### config.mk
export PLATFORM = sky130hd
export DESIGN_NAME = remote_lock_manager_fifo_handoff
export DESIGN_NICKNAME = d
export VERILOG_FILES = /design/src/sv/rlm_pkg.sv /design/src/sv/rlm_front.sv /design/src/sv/rlm_back.sv /design/src/sv/remote_lock_manager_fifo_handoff.sv
export SDC_FILE = /design/constraint.sdc
export NUM_CORES = 1
export LEC_CHECK = 0
export BUFFER_PORTS_ARGS = -buffer_cell sky130_fd_sc_hd__buf_2
export CORE_ASPECT_RATIO = 0.9
export CORE_MARGIN = 3
export CORE_UTILIZATION = 55
export CTS_CLUSTER_DIAMETER = 200
export DETAILED_ROUTE_END_ITERATION = 8
export GPL_TIMING_DRIVEN = 0
export PLACE_DENSITY = 0.72
export SYNTH_ARGS = -nofsm -noshare
export SYNTH_HDL_FRONTEND = slang
export SYNTH_SLANG_ARGS = --single-unit
### constraint.sdc
create_clock -name clock -period 7 [get_ports clock]
set_clock_uncertainty 0.2 [all_clocks]
set_input_delay 0.35 -clock clock [delete_from_list [all_inputs] [get_ports clock]]
set_output_delay 0.35 -clock clock [all_outputs]
set_load 0.02 [all_outputs]
### src/sv/rlm_pkg.sv
package rlm_pkg;

   // waiter queue and id geometry
   localparam int WAIT_DEPTH = 16;
   localparam int ID_BITS    = 8;
   localparam int PTR_BITS   = (WAIT_DEPTH > 1) ? $clog2(WAIT_DEPTH) : 1;
   localparam int CNT_BITS   = $clog2(WAIT_DEPTH + 1);

   localparam logic [PTR_BITS-1:0] LAST_SLOT = PTR_BITS'(WAIT_DEPTH - 1);
   localparam logic [CNT_BITS-1:0] FULL_COUNT = CNT_BITS'(WAIT_DEPTH);

   // handoff queue between front and back, depth a power of two
   localparam int QUEUE_DEPTH = 2;
   localparam int QPTR_BITS   = $clog2(QUEUE_DEPTH);
   localparam int QCNT_BITS   = $clog2(QUEUE_DEPTH + 1);

   typedef enum logic [1:0] {
      CMD_ACQUIRE = 2'd0,
      CMD_RELEASE = 2'd1,
      CMD_QUERY   = 2'd2
   } command_type;

   typedef enum logic [1:0] {
      OP_ACQUIRE,
      OP_RELEASE,
      OP_QUERY
   } op_type;

   typedef enum logic [2:0] {
      ST_GRANTED   = 3'd0,
      ST_ALREADY   = 3'd1,
      ST_QUEUED    = 3'd2,
      ST_FREED     = 3'd3,
      ST_HANDED    = 3'd4,
      ST_NOT_OWNER = 3'd5,
      ST_FULL      = 3'd6
   } status_type;

   typedef enum logic {
      BK_IDLE,
      BK_FETCH
   } back_state_type;

   typedef struct packed {
      op_type             op;
      logic [ID_BITS-1:0] client;
      logic [ID_BITS-1:0] thread;
   } item_type;

endpackage

### src/sv/rlm_front.sv
module rlm_front (
   input  logic                        clock,
   input  logic                        reset,
   input  logic                        req_valid,
   output logic                        req_ready,
   input  logic [1:0]                  req_command,
   input  logic [rlm_pkg::ID_BITS-1:0] req_client_id,
   input  logic [rlm_pkg::ID_BITS-1:0] req_thread_id,
   output logic                        item_valid,
   output rlm_pkg::item_type           item,
   input  logic                        item_pop
);
   import rlm_pkg::*;

   item_type               slot_ff [QUEUE_DEPTH];
   logic [QPTR_BITS-1:0]   wr_ptr_ff, wr_ptr_in;
   logic [QPTR_BITS-1:0]   rd_ptr_ff, rd_ptr_in;
   logic [QCNT_BITS-1:0]   count_ff, count_in;
   item_type               decoded;
   logic                   push, pop;

   // classify the command; the unused code behaves as a query
   always_comb begin
      decoded.client = req_client_id;
      decoded.thread = req_thread_id;
      case (req_command)
         CMD_ACQUIRE: decoded.op = OP_ACQUIRE;
         CMD_RELEASE: decoded.op = OP_RELEASE;
         default:     decoded.op = OP_QUERY;
      endcase
   end

   assign req_ready  = (count_ff != QCNT_BITS'(QUEUE_DEPTH));
   assign item_valid = (count_ff != '0);
   assign item       = slot_ff[rd_ptr_ff];
   assign push       = req_valid && req_ready;
   assign pop        = item_pop && item_valid;

   always_comb begin
      wr_ptr_in = push ? wr_ptr_ff + 1'b1 : wr_ptr_ff;
      rd_ptr_in = pop  ? rd_ptr_ff + 1'b1 : rd_ptr_ff;
      count_in  = count_ff;
      if (push && !pop) begin
         count_in = count_ff + 1'b1;
      end else if (pop && !push) begin
         count_in = count_ff - 1'b1;
      end
   end

   always_ff @(posedge clock) begin
      if (reset) begin
         wr_ptr_ff <= '0;
         rd_ptr_ff <= '0;
         count_ff  <= '0;
      end else begin
         wr_ptr_ff <= wr_ptr_in;
         rd_ptr_ff <= rd_ptr_in;
         count_ff  <= count_in;
      end
   end

   always_ff @(posedge clock) begin
      if (push) begin
         slot_ff[wr_ptr_ff] <= decoded;
      end
   end

endmodule

### src/sv/rlm_back.sv
module rlm_back (
   input  logic                        clock,
   input  logic                        reset,
   input  logic                        item_valid,
   input  rlm_pkg::item_type           item,
   output logic                        item_pop,
   output logic                        rsp_valid,
   input  logic                        rsp_ready,
   output logic [2:0]                  rsp_status,
   output logic                        rsp_busy_res,
   output logic                        rsp_held_by_requester,
   output logic                        rsp_notify_valid,
   output logic [rlm_pkg::ID_BITS-1:0] rsp_notify_client,
   output logic [rlm_pkg::ID_BITS-1:0] rsp_notify_thread
);
   import rlm_pkg::*;

   back_state_type          state_ff, state_in;
   logic                    busy_ff, busy_in;
   logic [ID_BITS-1:0]      owner_c_ff, owner_c_in;
   logic [ID_BITS-1:0]      owner_t_ff, owner_t_in;
   logic [PTR_BITS-1:0]     head_ff, head_in;
   logic [PTR_BITS-1:0]     tail_ff, tail_in;
   logic [CNT_BITS-1:0]     count_ff, count_in;

   logic [2*ID_BITS-1:0]    mem [WAIT_DEPTH];
   logic [2*ID_BITS-1:0]    head_rd_ff;
   logic                    push;

   logic                    rsp_valid_ff, rsp_valid_in;
   status_type              status_ff, status_in;
   logic                    busy_res_ff, busy_res_in;
   logic                    held_ff, held_in;
   logic                    nvalid_ff, nvalid_in;
   logic [ID_BITS-1:0]      nclient_ff, nclient_in;
   logic [ID_BITS-1:0]      nthread_ff, nthread_in;
   logic                    load;

   logic                    out_free, is_owner, handover;

   assign out_free = !rsp_valid_ff || rsp_ready;
   assign is_owner = busy_ff && (owner_c_ff == item.client) && (owner_t_ff == item.thread);
   assign handover = (item.op == OP_RELEASE) && is_owner && (count_ff != '0);

   // next state
   always_comb begin
      state_in = state_ff;
      case (state_ff)
         BK_IDLE: begin
            if (item_valid && out_free && handover) begin
               state_in = BK_FETCH;
            end
         end
         BK_FETCH: begin
            if (out_free) begin
               state_in = BK_IDLE;
            end
         end
         default: state_in = BK_IDLE;
      endcase
   end

   // outputs and lock state updates
   always_comb begin
      item_pop    = 1'b0;
      load        = 1'b0;
      push        = 1'b0;
      busy_in     = busy_ff;
      owner_c_in  = owner_c_ff;
      owner_t_in  = owner_t_ff;
      head_in     = head_ff;
      tail_in     = tail_ff;
      count_in    = count_ff;
      status_in   = ST_GRANTED;
      busy_res_in = busy_ff;
      held_in     = 1'b0;
      nvalid_in   = 1'b0;
      nclient_in  = '0;
      nthread_in  = '0;
      case (state_ff)
         BK_IDLE: begin
            if (item_valid && out_free && !handover) begin
               item_pop = 1'b1;
               load     = 1'b1;
               case (item.op)
                  OP_ACQUIRE: begin
                     if (is_owner) begin
                        status_in = ST_ALREADY;
                        held_in   = 1'b1;
                     end else if (!busy_ff) begin
                        status_in   = ST_GRANTED;
                        busy_in     = 1'b1;
                        owner_c_in  = item.client;
                        owner_t_in  = item.thread;
                        busy_res_in = 1'b1;
                        held_in     = 1'b1;
                     end else if (count_ff < FULL_COUNT) begin
                        status_in = ST_QUEUED;
                        push      = 1'b1;
                        tail_in   = (tail_ff == LAST_SLOT) ? '0 : tail_ff + 1'b1;
                        count_in  = count_ff + 1'b1;
                     end else begin
                        status_in = ST_FULL;
                     end
                  end
                  OP_RELEASE: begin
                     if (!is_owner) begin
                        status_in = ST_NOT_OWNER;
                     end else begin
                        // owner leaves with nobody waiting
                        status_in   = ST_FREED;
                        busy_in     = 1'b0;
                        owner_c_in  = '0;
                        owner_t_in  = '0;
                        busy_res_in = 1'b0;
                     end
                  end
                  default: begin
                     status_in = ST_GRANTED;
                     held_in   = is_owner;
                  end
               endcase
            end
         end
         BK_FETCH: begin
            // head entry read last cycle, hand the lock over
            if (out_free) begin
               item_pop    = 1'b1;
               load        = 1'b1;
               owner_c_in  = head_rd_ff[2*ID_BITS-1:ID_BITS];
               owner_t_in  = head_rd_ff[ID_BITS-1:0];
               head_in     = (head_ff == LAST_SLOT) ? '0 : head_ff + 1'b1;
               count_in    = count_ff - 1'b1;
               status_in   = ST_HANDED;
               busy_res_in = 1'b1;
               held_in     = (owner_c_in == item.client) && (owner_t_in == item.thread);
               nvalid_in   = 1'b1;
               nclient_in  = owner_c_in;
               nthread_in  = owner_t_in;
            end
         end
         default: begin
            item_pop = 1'b0;
         end
      endcase
      rsp_valid_in = load || (rsp_valid_ff && !rsp_ready);
   end

   always_ff @(posedge clock) begin
      if (reset) begin
         state_ff     <= BK_IDLE;
         busy_ff      <= 1'b0;
         owner_c_ff   <= '0;
         owner_t_ff   <= '0;
         head_ff      <= '0;
         tail_ff      <= '0;
         count_ff     <= '0;
         rsp_valid_ff <= 1'b0;
      end else begin
         state_ff     <= state_in;
         busy_ff      <= busy_in;
         owner_c_ff   <= owner_c_in;
         owner_t_ff   <= owner_t_in;
         head_ff      <= head_in;
         tail_ff      <= tail_in;
         count_ff     <= count_in;
         rsp_valid_ff <= rsp_valid_in;
      end
   end

   // waiter memory, registered read at the head
   always_ff @(posedge clock) begin
      if (push) begin
         mem[tail_ff] <= {item.client, item.thread};
      end
      head_rd_ff <= mem[head_ff];
   end

   always_ff @(posedge clock) begin
      if (load) begin
         status_ff   <= status_in;
         busy_res_ff <= busy_res_in;
         held_ff     <= held_in;
         nvalid_ff   <= nvalid_in;
         nclient_ff  <= nclient_in;
         nthread_ff  <= nthread_in;
      end
   end

   assign rsp_valid             = rsp_valid_ff;
   assign rsp_status            = status_ff;
   assign rsp_busy_res          = busy_res_ff;
   assign rsp_held_by_requester = held_ff;
   assign rsp_notify_valid      = nvalid_ff;
   assign rsp_notify_client     = nclient_ff;
   assign rsp_notify_thread     = nthread_ff;

endmodule

### src/sv/remote_lock_manager_fifo_handoff.sv
// lock manager for one lock owned by a (client, thread) pair, with a fifo of waiters
//
// req channel: one beat per request, command acquire, release or query plus the ids
// rsp channel: exactly one beat per request, in request order: status, busy after the
//   request, whether the requester now owns the lock, and the new owner on hand-over
// a front stage decodes requests into a two-beat queue; the back stage owns the lock
//   state and the waiter memory and works one request at a time
// path: a request is registered in the handoff queue, then in the result register
// throughput: one request per cycle unless the receiver stalls; a release that hands the lock
//   to a waiter adds a fetch state in the back stage, as the waiter memory read at the head is registered
// reset: lock free, waiter queue empty, handoff queue empty, no result pending;
//   waiter memory content is left as it is and only pushed entries are ever read
// receiver stall: the result register holds its beat; the back stage stops, the
//   handoff queue fills and then req_ready drops
module remote_lock_manager_fifo_handoff (
   input  logic                        clock,
   input  logic                        reset,
   input  logic                        req_valid,
   output logic                        req_ready,
   input  logic [1:0]                  req_command,
   input  logic [rlm_pkg::ID_BITS-1:0] req_client_id,
   input  logic [rlm_pkg::ID_BITS-1:0] req_thread_id,
   output logic                        rsp_valid,
   input  logic                        rsp_ready,
   output logic [2:0]                  rsp_status,
   output logic                        rsp_busy_res,
   output logic                        rsp_held_by_requester,
   output logic                        rsp_notify_valid,
   output logic [rlm_pkg::ID_BITS-1:0] rsp_notify_client,
   output logic [rlm_pkg::ID_BITS-1:0] rsp_notify_thread
);
   import rlm_pkg::*;

   // decoded beats waiting for the back stage
   logic     item_valid;
   logic     item_pop;
   item_type item;

   rlm_front u_front (
      .clock         (clock),
      .reset         (reset),
      .req_valid     (req_valid),
      .req_ready     (req_ready),
      .req_command   (req_command),
      .req_client_id (req_client_id),
      .req_thread_id (req_thread_id),
      .item_valid    (item_valid),
      .item          (item),
      .item_pop      (item_pop)
   );

   // lock state, waiter memory and result register
   rlm_back u_back (
      .clock                 (clock),
      .reset                 (reset),
      .item_valid            (item_valid),
      .item                  (item),
      .item_pop              (item_pop),
      .rsp_valid             (rsp_valid),
      .rsp_ready             (rsp_ready),
      .rsp_status            (rsp_status),
      .rsp_busy_res          (rsp_busy_res),
      .rsp_held_by_requester (rsp_held_by_requester),
      .rsp_notify_valid      (rsp_notify_valid),
      .rsp_notify_client     (rsp_notify_client),
      .rsp_notify_thread     (rsp_notify_thread)
   );

endmodule

==> After elaboration in Yosys (flattened, before gate mapping) <==
Memories as Yosys holds them, arrays and structs flattened. A register that Yosys moved wholly into a read port is not among the register bits.
Index checks and enable logic that the tools add are counted.
W data, S select, Z words.
{ "word_totals": {"reg_bits": 58, "rom_bits": 0, "ramBits": 292, "latch_bits": 0, "input_bits": 22, "out_inout_bits": 24, "word_cells": 141, "memories": 2} }
{ "memory_table": {"columns": ["name", "depth", "width", "read_ports", "rd_ports_with_merged_regs", "wr", "line_no", "source"], "rows": [
  ["u_back.mem", 16, 16, 1, 1, 1, "rlm_back.sv:26", "logic [2*ID_BITS-1:0] mem [WAIT_DEPTH];"],
  ["u_front.slot_ff", 2, 18, 1, 1, 1, "rlm_front.sv:15", "item_type slot_ff [QUEUE_DEPTH];"]
]} }
{ "op_classes": {"bitwise_logic": 2, "div_mod_pow": 0, "n_eq_ne": 19, "add_sub_neg": 8, "mux": 63, "reduce_logical": 29, "magnitude_cmp": 1, "n_shift": 0, "n_mul": 0} }
{ "ops": {"columns": ["operator", "n"], "rows": [
  ["$mux W8", 9],
  ["$pmux W8 S2", 4],
  ["$eq A8 B8 Y1", 4],
  ["$mux W5", 6],
  ["$mux W1", 24],
  ["$mux W3", 6],
  ["$reduce_and A6 Y1", 3],
  ["$logic_and A1 B1 Y1", 13],
  ["$pmux W1 S2", 6],
  ["$pmux W3 S2", 2],
  ["$pmux W5 S2", 1],
  ["$add A4 B1 Y4 const B", 2],
  ["$eq A4 B4 Y1 const B", 2],
  ["$mux W4", 2],
  ["$ne A2 B2 Y1 const B", 4],
  ["$ne A2 B1 Y1 const B", 3],
  ["$ne A3 B2 Y1 const B", 2],
  ["$ne A3 B3 Y1 const B", 2],
  ["$add A5 B1 Y5 const B", 1],
  ["$logic_not A1 Y1", 5],
  ["$lt A5 B5 Y1 const B", 1],
  ["$reduce_bool A5 Y1", 1],
  ["$sub A5 B1 Y5 const B", 1],
  ["$eq A2 B1 Y1 const B", 2],
  ["10 further kinds", 16]
]} }

==> Depth between registers and ports, before layout <==
{ "depth": {"ltp_word": 13, "mapped_depth": 10, "mapped_depth_nobuf": 9} }

==> Modules after synthesis <==
From an unflattened synthesis, not the netlist that was laid out.
{ "hier_totals": {"cells_unflattened": 774, "hier_area_um2": 14609.0} }
{ "by_module_without_submodules": {"columns": ["mod", "area_per_inst_um2", "n_inst", "cells_per_inst", "seq_area_each_um2"], "rows": [
  ["rlm_back", 13080.0, 1, 692, 9308.9],
  ["rlm_front", 1529.0, 1, 82, 1181.1]
]} }

==> Worst setup path before layout <==
OpenSTA, ideal clock, no wires.
{ "synth_timing": {"path_type": "reg-to-reg", "startpoint": "reg (tool-made name)", "endpoint": "mem u_back.mem[1][0] in the netlist's numbering (enable)", "stages_incl_launch_ff": 10, "setup_slack_ns": 3.298, "arrival_time_ns": 3.093, "period_less_slack_ns": 3.702, "t_required_ns": 6.391, "setup_ns": 0.409, "n_path_buf": 2, "cell_sequence": "dfxtp_1 buf_6 mux2i_1 xnor2_1 nor4_2 and4_1 buf_2 nor2_1 nand4_1 nor3_1"} }
{ "synth_rtl": {"columns": ["element", "line_no"], "rows": [
  ["end, declared", "rlm_back.sv:26"]
]} }

==> impl_metrics.env <==
export IMPL_register_area_mm2=0.0105
export IMPL_clkLatencyLatePin_ps=520
export IMPL_seq_area_frac_synth=0.719
export IMPL_synth_area_mm2=0.0146
export IMPL_busiest_layer="met2"
export IMPL_antennaDiodeCount=0
export IMPL_grt_overflow=0
export IMPL_synth_seq_cells=367
export IMPL_critPathMaxFanout=10
export IMPL_fin_cells=1301
export IMPL_critPathCaptureType="register"
export IMPL_drv_cap=0
export IMPL_cp_required_ps=7020
export IMPL_antenna_found_initial=0
export IMPL_setup_viol=0
export IMPL_hold_class="in2reg"
export IMPL_yosys_warnings=0
export IMPL_max_clock_path_buffers=3
export IMPL_worst_slack_ps=2800
export IMPL_die_width_um=178
export IMPL_drt_wirelength_per_cell_um=26.1
export IMPL_cpPeakStageDelay_ps=730
export IMPL_synth_nets=842
export IMPL_use_met3=0.0605
export IMPL_die_h_um=160
export IMPL_ios=46
export IMPL_ys_types=50
export IMPL_synth_top_area_share=0.646
export IMPL_dp_cells=1216
export IMPL_fin_crit_sh=0.600
export IMPL_ant_nets=0
export IMPL_drt_iter0_drc=970
export IMPL_rows=55
export IMPL_multi_input_area_mm2=0.00385
export IMPL_grt_pass1_vias=7958
export IMPL_drc=0
export IMPL_clk_pin_slew_ps=60
export IMPL_worstPathArrival_ps=4220
export IMPL_ctsResizeCount=0
export IMPL_worst_pin_slew_ps=1180
export IMPL_final_hold_viol_count=0
export IMPL_syn_to_final_growth_pct=15.8
export IMPL_cts_root_buf="clkbuf_16"
export IMPL_core_area_mm2=0.0256
export IMPL_setup_tns_ps=0
export IMPL_synth_edff_count=314
export IMPL_yosys_top_cells_count="314 x edfxtp_1, 80 x mux4_2, 53 x dfxtp_1, 48 x a21oi_1, 36 x nor2_1"
export IMPL_power_leakage_nw=5.53
export IMPL_post_cts_buffers=0
export IMPL_fillers=1719
export IMPL_r2r_slack_ps=2800
export IMPL_async_flop_share=0
export IMPL_status="complete, no violations"
export IMPL_numClockSinks=367
export IMPL_dieArea_mm2=0.0285
export IMPL_grt_pass1_wl_um=51000
export IMPL_power_density_mw_per_mm2=328
export IMPL_yosysTopAreaCell="edfxtp_1"
export IMPL_grt_use_met1=0.366
export IMPL_cts_inserted_buffers=36
export IMPL_hpwl_um=22500
export IMPL_fmax_ghz=0.238
export IMPL_drive_gt1_frac=0.245
export IMPL_power_w=0.00554
export IMPL_relSlewSlack=0.214
export IMPL_drt_wl_total_um=33900
export IMPL_maxSlewViolCount=0
export IMPL_netlist_top_cells_area="edfxtp_1 65%, mux4_2 12%, dfxtp_1 7.3%"
export IMPL_dr_total_vias=8045
export IMPL_grt_usage=0.245
export IMPL_netlist_instances=808
export IMPL_period_needed_ps=4200
export IMPL_cts_tree="built"
export IMPL_ys_flop_type="edfxtp_1"
export IMPL_grt_max_degree=32
export IMPL_place_ws_ps=2780
export IMPL_start_util=0.570
export IMPL_slowest_stage="nor2_2"
export IMPL_use_met2=0.370
export IMPL_port_buffers=45
export IMPL_worstSetupStartpointType="register"
export IMPL_worst_setup_path_type="reg2reg"
export IMPL_ir_drop_uv=233
export IMPL_cts_max_level=2
export IMPL_cp_cell_sequence="buf_4 -> mux2i_1 -> xnor2_1 -> nor4_2 -> and4_1 -> buf_2 -> nor2_1 -> nand4_1 -> nor2_2 -> buf_8"
export IMPL_post_synth_top_count_cell="edfxtp_1"
export IMPL_avgSynthCellArea_um2=18.1
export IMPL_fin_nets=966
export IMPL_rsz0062_at_grt="false"
export IMPL_via_per_inst=6.18
export IMPL_dr_pass1_iters=6
export IMPL_globalplace_congestion=0.869
export IMPL_min_delay_start="reset"
final timing paths:
kind	to	cells past startpoint
setup / recovery	u_back.mem[6][10]	10
hold / removal	u_back.tail_ff[2]	3
setup reg to reg	u_back.mem[6][10]	10
hold reg to reg	u_front.rd_ptr_ff	2
where the power goes:
group	leakage, nW	switching [W]	internal, W	total (W)
Clock	0.540	0.000783	0.00107	0.00185
Combinational	1.69	0.000656	0.000284	0.000940
Sequential	3.29	0.0000609	0.00268	0.00274
Total	5.53	0.00150	0.00404	0.00554
worst max-delay path, delay by kind of cell (launching register included):
kind / cells / cell delay (ps)
xor+xnor: 1 / 290
flops: 1 / 400
mux: 1 / 650
simple gates: 5 / 1700
buf+inv: 3 / 640
flip-flops by register name, summed over array words and instances, names as in the netlist, named ones only:
name,flops
u_back.head_rd_ff,16
u_front.slot_ff,36
u_back.state_ff,1
u_front.wr_ptr_ff,1
u_back.tail_ff,4
u_front.rd_ptr_ff,1
u_front.count_ff,2
u_back.busy_ff,1
u_back.rsp_notify_client,8
u_back.owner_t_ff,8
u_back.count_ff,5
u_back.owner_c_ff,8
u_back.rsp_notify_valid,1
u_back.rsp_valid,1
u_back.mem,256
u_back.rsp_status,3
u_back.rsp_notify_thread,8
u_back.rsp_held_by_requester,1
u_back.rsp_busy_res,1
u_back.head_ff,4
kinds of logic after synthesis:
kind of cell | synth area share
and+or+nand+nor | 0.0468
DFF | 0.719
xor gates and xnor gates | 0.0240
adders and majority gates | 0.0108
AOI/OAI and AO/OA | 0.0380
buffers and inverters | 0.0202
muxes | 0.141
metrics by stage:
stage | hold slack [ps] | util | cell area [µm²]
4_1_cts | 15.9 | 0.659 | 16900
6_report | 18.2 | 0.660 | 16900
3_5_place_dp | 289 | 0.608 | 15600
2_1_floorplan | 249 | - | 14600
5_1_grt | 42.9 | 0.660 | 16900
3_3_place_gp | 288 | 0.595 | 15200
metal layers:
metal  part of all wire  vias up
met2               0.47      395
met4              0.018        0
met1               0.41     4133
li1                   -     3462
met5                  0        -
met3               0.10       55
area by class of cell:
class	count	share of cell area
clock buffer	49	0.0562
multi-input combinational	371	0.228
sequential	367	0.621
inverter	27	0.00600
clock inverter	16	0.00985
tap	342	0.0253
buffer	43	0.0115
timing repair buffer	86	0.0421
placed cells by master (no fill, tap or decap), drive strengths merged, types with 3 or more instances in the layout:
cell type,n
buf,81
nand2,21
clkbuf,78
a311oi,17
bufinv,3
dfxtp,53
nand2b,6
mux4,80
nor2b,3
ha,11
edfxtp,314
clkinv,11
nor3,25
dlygate4sd3,19
nor4,6
nor2,36
and3,17
a21o,3
xnor2,34
xor2,6
mux2i,21
nand4,8
a21oi,48
inv,28
o21ai,5
repair_timing:
| item | CTS | global route |
|---|---|---|
| endpoints found under the hold margin | 37 | 0 |
| hold buffers | 19 | 0 |
| setup endpoints to repair | 0 | 0 |
Note: power is estimated with default switching activity, not from simulation.
